**src/assert_macros.svh**
```systemverilog
// Assertion macros shared by the window generator RTL
`ifndef ASSERT_MACROS_SVH
`define ASSERT_MACROS_SVH

// same-cycle implication
`define CSW_ASSERT_IMPLIES(label, clk, rst, ante, cons) \
  label: assert property (@(posedge clk) disable iff (rst) (ante) |-> (cons)) \
    else $error("assertion failed");

// next-cycle implication
`define CSW_ASSERT_NEXT(label, clk, rst, ante, cons) \
  label: assert property (@(posedge clk) disable iff (rst) (ante) |=> (cons)) \
    else $error("assertion failed");

`endif

```
**src/csw_pkg.sv**
```systemverilog
// Constants, types and cosine table builder for the cosine-sum window generator
package csw_pkg;

  localparam int INDEX_BITS      = 16;
  localparam int COS_TABLE_DEPTH = 1024;
  localparam int FRAC_BITS       = 16;

  localparam int LEN_BITS    = 17;
  localparam int COEF_BITS   = 18;
  localparam int WEIGHT_BITS = 22;
  localparam int DATA_BITS   = 32;
  localparam int NUM_COEFS   = 5;
  localparam int NUM_LANES   = 4;

  localparam int ROM_ADDR_BITS = $clog2(COS_TABLE_DEPTH);
  localparam int PHASE_BITS    = ROM_ADDR_BITS + 2;
  localparam int COS_BITS      = FRAC_BITS + 1;
  localparam int CSIG_BITS     = COS_BITS + 1;

  localparam int DEN_BITS     = LEN_BITS + 1;
  localparam int DIV_NEED     = INDEX_BITS + PHASE_BITS + 4;
  localparam int DIV_STAGES   = (DIV_NEED + 1) / 2;
  localparam int DIV_NUM_BITS = 2 * DIV_STAGES;

  localparam int PROD_BITS = COEF_BITS + 1 + CSIG_BITS;
  localparam int SUM_BITS  = PROD_BITS + 3;

  localparam int STG_IN     = 0;
  localparam int STG_ROM    = DIV_STAGES + 1;
  localparam int STG_COS    = DIV_STAGES + 2;
  localparam int STG_PROD   = DIV_STAGES + 3;
  localparam int STG_SUM    = DIV_STAGES + 4;
  localparam int NUM_STAGES = DIV_STAGES + 5;

  localparam int PADDR_BITS = $clog2(NUM_COEFS + 1) + 2;

  localparam logic [LEN_BITS-1:0]  LEN_RESET   = LEN_BITS'(1024);
  localparam logic [COEF_BITS-1:0] COEF0_RESET = COEF_BITS'(32768);
  localparam logic [COEF_BITS-1:0] COEF1_RESET = COEF_BITS'(32768);

  localparam longint unsigned PI_HALF_Q30 = 64'd1686629713;
  localparam int TAYLOR_TERMS = 12;
  localparam longint unsigned TAYLOR_DIV [TAYLOR_TERMS] =
    '{64'd2, 64'd12, 64'd30, 64'd56, 64'd90, 64'd132,
      64'd182, 64'd240, 64'd306, 64'd380, 64'd462, 64'd552};

  typedef enum logic [2:0] {
    REG_LENGTH = 3'd0,
    REG_COEF0  = 3'd1,
    REG_COEF1  = 3'd2,
    REG_COEF2  = 3'd3,
    REG_COEF3  = 3'd4,
    REG_COEF4  = 3'd5
  } reg_idx_t;

  typedef struct packed {
    logic [INDEX_BITS-1:0] idx;
    logic                  beyond;
    logic                  short_len;
  } side_t;

  typedef struct packed {
    logic [DEN_BITS-1:0]     rem;
    logic [DIV_NUM_BITS-1:0] num;
    logic [PHASE_BITS-1:0]   quo;
  } div_state_t;

  typedef logic [COS_BITS-1:0] cos_rom_t [COS_TABLE_DEPTH];

  // quarter-wave cosine, Q1.FRAC_BITS, from a Q30 Taylor series
  function automatic cos_rom_t build_cos_rom();
    cos_rom_t        rom;
    longint unsigned x;
    longint unsigned x2;
    longint unsigned t;
    longint unsigned m64;
    longint          s;
    for (int m = 0; m < COS_TABLE_DEPTH; m++) begin
      m64 = longint'(m);
      x  = (m64 * PI_HALF_Q30 + longint'(COS_TABLE_DEPTH / 2)) / COS_TABLE_DEPTH;
      x2 = (x * x) >> 30;
      t  = 64'd1 << 30;
      s  = longint'(t);
      for (int k = 1; k <= TAYLOR_TERMS; k++) begin
        t = (t * x2) >> 30;
        t = t / TAYLOR_DIV[k-1];
        if (k % 2 == 1) begin
          s = s - longint'(t);
        end else begin
          s = s + longint'(t);
        end
      end
      if (s < 0) begin
        s = 0;
      end
      rom[m] = COS_BITS'((longint'(s) + (64'd1 << (29 - FRAC_BITS))) >> (30 - FRAC_BITS));
    end
    return rom;
  endfunction

endpackage

```
**src/csw_weight_sum.sv**
```systemverilog
// Signed cosine, coefficient products and weighted sum stages
module csw_weight_sum (
  input  logic                                 clk,
  input  logic                                 en,
  input  logic [csw_pkg::COS_BITS-1:0]         mag [csw_pkg::NUM_LANES],
  input  logic [csw_pkg::NUM_LANES-1:0]        zero,
  input  logic [csw_pkg::NUM_LANES-1:0]        neg,
  input  logic                                 short_len,
  input  logic [csw_pkg::COEF_BITS-1:0]        coef [csw_pkg::NUM_COEFS],
  output logic signed [csw_pkg::SUM_BITS-1:0]  sum
);
  import csw_pkg::*;

  localparam logic signed [CSIG_BITS-1:0] COS_ONE  = CSIG_BITS'(1) << FRAC_BITS;
  localparam logic signed [SUM_BITS-1:0]  HALF_LSB = SUM_BITS'(1) << (FRAC_BITS - 1);

  logic signed [CSIG_BITS-1:0] cosv [NUM_LANES];
  logic signed [PROD_BITS-1:0] prod [NUM_LANES];
  logic signed [SUM_BITS-1:0]  base;
  logic signed [SUM_BITS-1:0]  acc;

  for (genvar k = 0; k < NUM_LANES; k++) begin : g_lane
    logic signed [CSIG_BITS-1:0] smag;
    logic signed [PROD_BITS-1:0] cf;
    assign smag = $signed({1'b0, mag[k]});
    assign cf   = $signed({{(PROD_BITS-COEF_BITS){1'b0}}, coef[k+1]});
    always_ff @(posedge clk) begin
      if (en) begin
        if (short_len) begin
          cosv[k] <= COS_ONE;
        end else if (zero[k]) begin
          cosv[k] <= '0;
        end else if (neg[k]) begin
          cosv[k] <= -smag;
        end else begin
          cosv[k] <= smag;
        end
        prod[k] <= cf * PROD_BITS'(cosv[k]);
      end
    end
  end

  assign base = $signed({{(SUM_BITS-COEF_BITS){1'b0}}, coef[0]}) <<< FRAC_BITS;
  assign acc  = base - SUM_BITS'(prod[0]) + SUM_BITS'(prod[1])
              - SUM_BITS'(prod[2]) + SUM_BITS'(prod[3]) + HALF_LSB;

  always_ff @(posedge clk) begin
    if (en) begin
      sum <= acc;
    end
  end
endmodule

```
**config.mk**
```make
export PLATFORM = sky130hd
export DESIGN_NAME = csw_weight_sum
export DESIGN_NICKNAME = d
export VERILOG_FILES = /design/src/assert_macros.svh /design/src/csw_pkg.sv /design/src/csw_weight_sum.sv
export SDC_FILE = /design/constraint.sdc
export NUM_CORES = 2
export LEC_CHECK = 0
export ABC_AREA = 1
export BUFFER_PORTS_ARGS = -buffer_cell sky130_fd_sc_hd__buf_2
export CAP_MARGIN = 40
export CORE_MARGIN = 8
export CORE_UTILIZATION = 30
export CTS_CLUSTER_SIZE = 25
export DETAILED_ROUTE_END_ITERATION = 8
export GPL_ROUTABILITY_DRIVEN = 1
export PLACE_DENSITY = 0.46
export RECOVER_POWER = 50
export SLEW_MARGIN = 20
export SYNTH_ARGS = -nofsm -noshare
export SYNTH_HDL_FRONTEND = slang
export SYNTH_SLANG_ARGS = --single-unit
```
**constraint.sdc**
```tcl
create_clock -name clk -period 6 [get_ports clk]
set_input_delay 1.2 -clock clk [delete_from_list [all_inputs] [get_ports clk]]
set_output_delay 1.2 -clock clk [all_outputs]
set_load 0.02 [all_outputs]
```
==> results.sh <==
export IMPL_ys_types=45
export IMPL_cts_buffers=39
export IMPL_syn_inst=7979
export IMPL_dr_total_vias=49240
export IMPL_arrival_ns=6.20
export IMPL_post_route_drc_count=0
export IMPL_outcome="finished with violations"
export IMPL_rsz0062_at_grt="true"
export IMPL_io_pin_count=209
export IMPL_wl_mm=187.1
export IMPL_path_clk_slew_ns=0.06
export IMPL_grt_max_degree=120
export IMPL_syn_nets=9859
export IMPL_clkSinkCount=260
export IMPL_synthMuxAreaShare=0
export IMPL_synth_xor_area_frac=0.01425
export IMPL_grt_overflow_total=0
export IMPL_rrSetupSlack_ns=0.27
export IMPL_dp_final_hpwl_mm=165.5
export IMPL_instances_no_fill=11210
export IMPL_grt_first_pass_wirelength_mm=299.5
export IMPL_avgSynthCellArea_um2=7.781
export IMPL_finalSetupViolCount=0
export IMPL_grt_usage=0.1700
export IMPL_fp_row_count=167
export IMPL_fp_dieW_um=470.9
export IMPL_cp_top_family="adder cells"
export IMPL_worstPathMaxFanout=9
export IMPL_max_cap_violations=3
export IMPL_dr_pass1_iters=6
export IMPL_fill_cells=22000
export IMPL_fin_skew_ns=0.03145
export IMPL_slew_headroom=-1.203
export IMPL_io_buffer_count=208
export IMPL_synthSimpleGateAreaFrac=0.1787
export IMPL_initial_core_util=0.3007
export IMPL_violations="max-capacitance violations, max-slew violations"
export IMPL_dieArea_mm2=0.2218
export IMPL_hold_violations=0
export IMPL_max_stage_delay_ns=0.58
export IMPL_die_h_um=470.9
export IMPL_fin_crit_sh=0.9702
export IMPL_final_net_count=10350
export IMPL_yosys_warnings=0
export IMPL_ys_seq_elements=260
export IMPL_post_drt_wl_per_cell_um=16.69
export IMPL_r2r_cells=19
export IMPL_timing_fmax_mhz=171.8
export IMPL_fin_area_mm2=0.07136
export IMPL_crit_path_frequent_cell="fa_1"
export IMPL_tns_ns=0
export IMPL_area_growth_pct=14.95
export IMPL_min_from="prod[1][0]"
export IMPL_tightest_slew_ns=3.305
export IMPL_r2r_end="prod[1][20]"
export IMPL_crit_path_end_kind="flop"
export IMPL_synth_compound_area_frac=0.03585
export IMPL_placed_cell_area_mm2=0.06958
export IMPL_timing_rr_start="cosv[1][4]"
export IMPL_drv_slew=158
export IMPL_hp_class="flop to flop"
export IMPL_synth_cell_area_mm2=0.06208
export IMPL_cp_startpoint="coef[44]"
export IMPL_clock_latency_ns=0.63
export IMPL_avgViaCountPerCell=4.394
export IMPL_drive_above_1_share=0.1103
export IMPL_whs_ns=0.6009
export IMPL_core_area_mm2=0.2064
export IMPL_clockRootBuffer="clkbuf_16"
export IMPL_grt_pass1_vias=52550
export IMPL_drtIter0Drc=2645
export IMPL_cts_tree="yes"
export IMPL_criticalPathCategory="input port to flop"
export IMPL_antenna_found_initial=11
export IMPL_critPathLaunchType="input port"
export IMPL_path_cells="clkbuf_4 -> buf_4 -> nand2_1 -> fa_1 -> fa_1 -> fa_1 -> fa_1 -> inv_1 -> fa_1 -> inv_1 -> fa_1 -> inv_1 -> ha_1 -> nand2_1 -> nor2_1 -> inv_1 -> nor2_1 -> nand2_1 -> nand2_2 -> xor2_1"
export IMPL_min_path_cells=1
export IMPL_ys_async_sr_fraction=0
export IMPL_cts_hold_buf=0
export IMPL_drtAntennaViolNets=0
export IMPL_cts_buffer_depth=3
export IMPL_hold_end="sum[0]"
export IMPL_cp_slowest_cell="fa_1"
export IMPL_placedCellCount=11110
export IMPL_synth_top_flop_cell="edfxtp_1"
export IMPL_synth_edff_count=260
export IMPL_crit_required_ns=6.38
export IMPL_h_tree_depth=2
export IMPL_crit_buf_inv=6
export IMPL_synth_top_family_by_area="adder cells"
export IMPL_synthAdderAreaFrac=0.4799
export IMPL_period_needed_ns=5.821
export IMPL_yosysSeqAreaShare=0.1258
export IMPL_place_congestion=0.8959
-- what timing repair did --
action	in CTS	in global routing
resized for setup	0	63
setup endpoints to repair	0	50
setup buffers	0	24
hold endpoints to repair	0	0
-- worst max path at each step --
| stage | end | cells past startpoint |
|---|---|---|
| floorplan | prod[3][36] | 24 |
| global placement | prod[1][34] | 22 |
| detailed placement | prod[1][34] | 22 |
| CTS | prod[1][34] | 22 |
| global route | prod[1][34] | 23 |
| finish | prod[1][20] | 20 |
-- cell usage after synthesis (2+ instances only) --
cell type  number  share of area
xnor2_1        21         0.0030
inv_1        2430           0.15
xor2_1         80          0.011
clkbuf_1      270          0.016
nand2_1      2115           0.13
o211ai_1        2        0.00024
o21a_1          3        0.00036
nand4_1        43         0.0043
nor2_4          5        0.00091
clkinv_1        5        0.00030
o21ai_2         3        0.00042
nand3_2         7         0.0011
inv_2           6        0.00036
nor3_2          9         0.0015
nand2_2        20         0.0020
buf_1          21         0.0013
o22ai_1        17         0.0017
o21ai_0       137          0.011
and2_1          2        0.00020
o32ai_1         8         0.0011
nand3b_1        8        0.00097
a21o_1          7        0.00085
nand3_1       145          0.012
or2_2          31         0.0031
nor3_1         38         0.0031
o21bai_1        8        0.00097
fa_1         1117           0.36
nor2_8          3        0.00097
nor2_2         12         0.0012
ha_1          594           0.12
inv_4           2        0.00020
nor4_1          8        0.00081
nor2_1        307          0.019
o21ai_1        13         0.0010
a21oi_1       209          0.017
a31oi_1         5        0.00050
edfxtp_1      260           0.13
-- layer usage --
metal  track usage  wire [um]
met1        0.2292      85760
met2        0.2933      89380
met3       0.01694       6472
met4       0.04207       5404
met5             0         44
-- flip-flops by register name, summed over array words and instances (netlist names) --
register / cells
prod: 148
sum: 40
cosv: 72
-- cells in the final DEF (no fill, tap or decap), types with 5 or more instances in the layout --
cell type	instances
nand2_2	27
or2_2	31
fa_1	1117
nand3b_1	8
ha_1	581
buf_4	501
inv_2	6
nor3_1	37
nand4_1	43
nor4_1	8
nor2_4	6
o32ai_1	8
a21oi_2	13
o21ai_1	22
clkbuf_4	21
a21o_1	7
nand2_1	2108
clkbuf_1	13
o22ai_1	17
buf_2	182
nor2_2	16
o21bai_1	8
clkbuf_16	39
edfxtp_1	260
nand3_1	145
xor2_1	80
a21oi_1	197
buf_12	29
inv_1	2430
xnor2_1	21
clkinv_1	9
ha_4	13
inv_6	6
o21ai_0	128
nand3_2	7
a31oi_1	5
nor2_1	302
nor3_2	9
-- stage by stage --
stage | setup WS (ns) | utilization
floorplan | 0.0009881 | -
global placement | -0.6352 | 0.3369
detailed placement | -0.6451 | 0.3370
CTS | 0.02562 | 0.3432
global route | -0.02640 | 0.3457
finish | 0.1786 | 0.3457
-- cell families (layout without fill, tap and decap cells) --
group,after synthesis,after routing
buffers and inverters,2735,3257
other,0,1
flip-flops,260,260
AO/OA/AOI/OAI,416,416
XOR/XNOR,101,101
adder cells (fa/ha/maj),1711,1711
AND/OR/NAND/NOR,2756,2756
-- final cells by class --
| class | count | area, um^2 | area share |
|---|---|---|---|
| multi-input combinational | 4984 | 44250 | 0.6201 |
| inverter | 2444 | 9184 | 0.1287 |
| sequential | 260 | 7807 | 0.1094 |
| timing repair buffer | 743 | 5460 | 0.07651 |
| tap | 2704 | 3383 | 0.04741 |
| clock buffer | 44 | 994.7 | 0.01394 |
| clock inverter | 26 | 277.8 | 0.003892 |
| antenna | 1 | 2.502 | 0.00003507 |
Power is left out: the tool's default activity adds up to more than one toggle a clock period on the data nets, which glitch-free logic cannot reach.
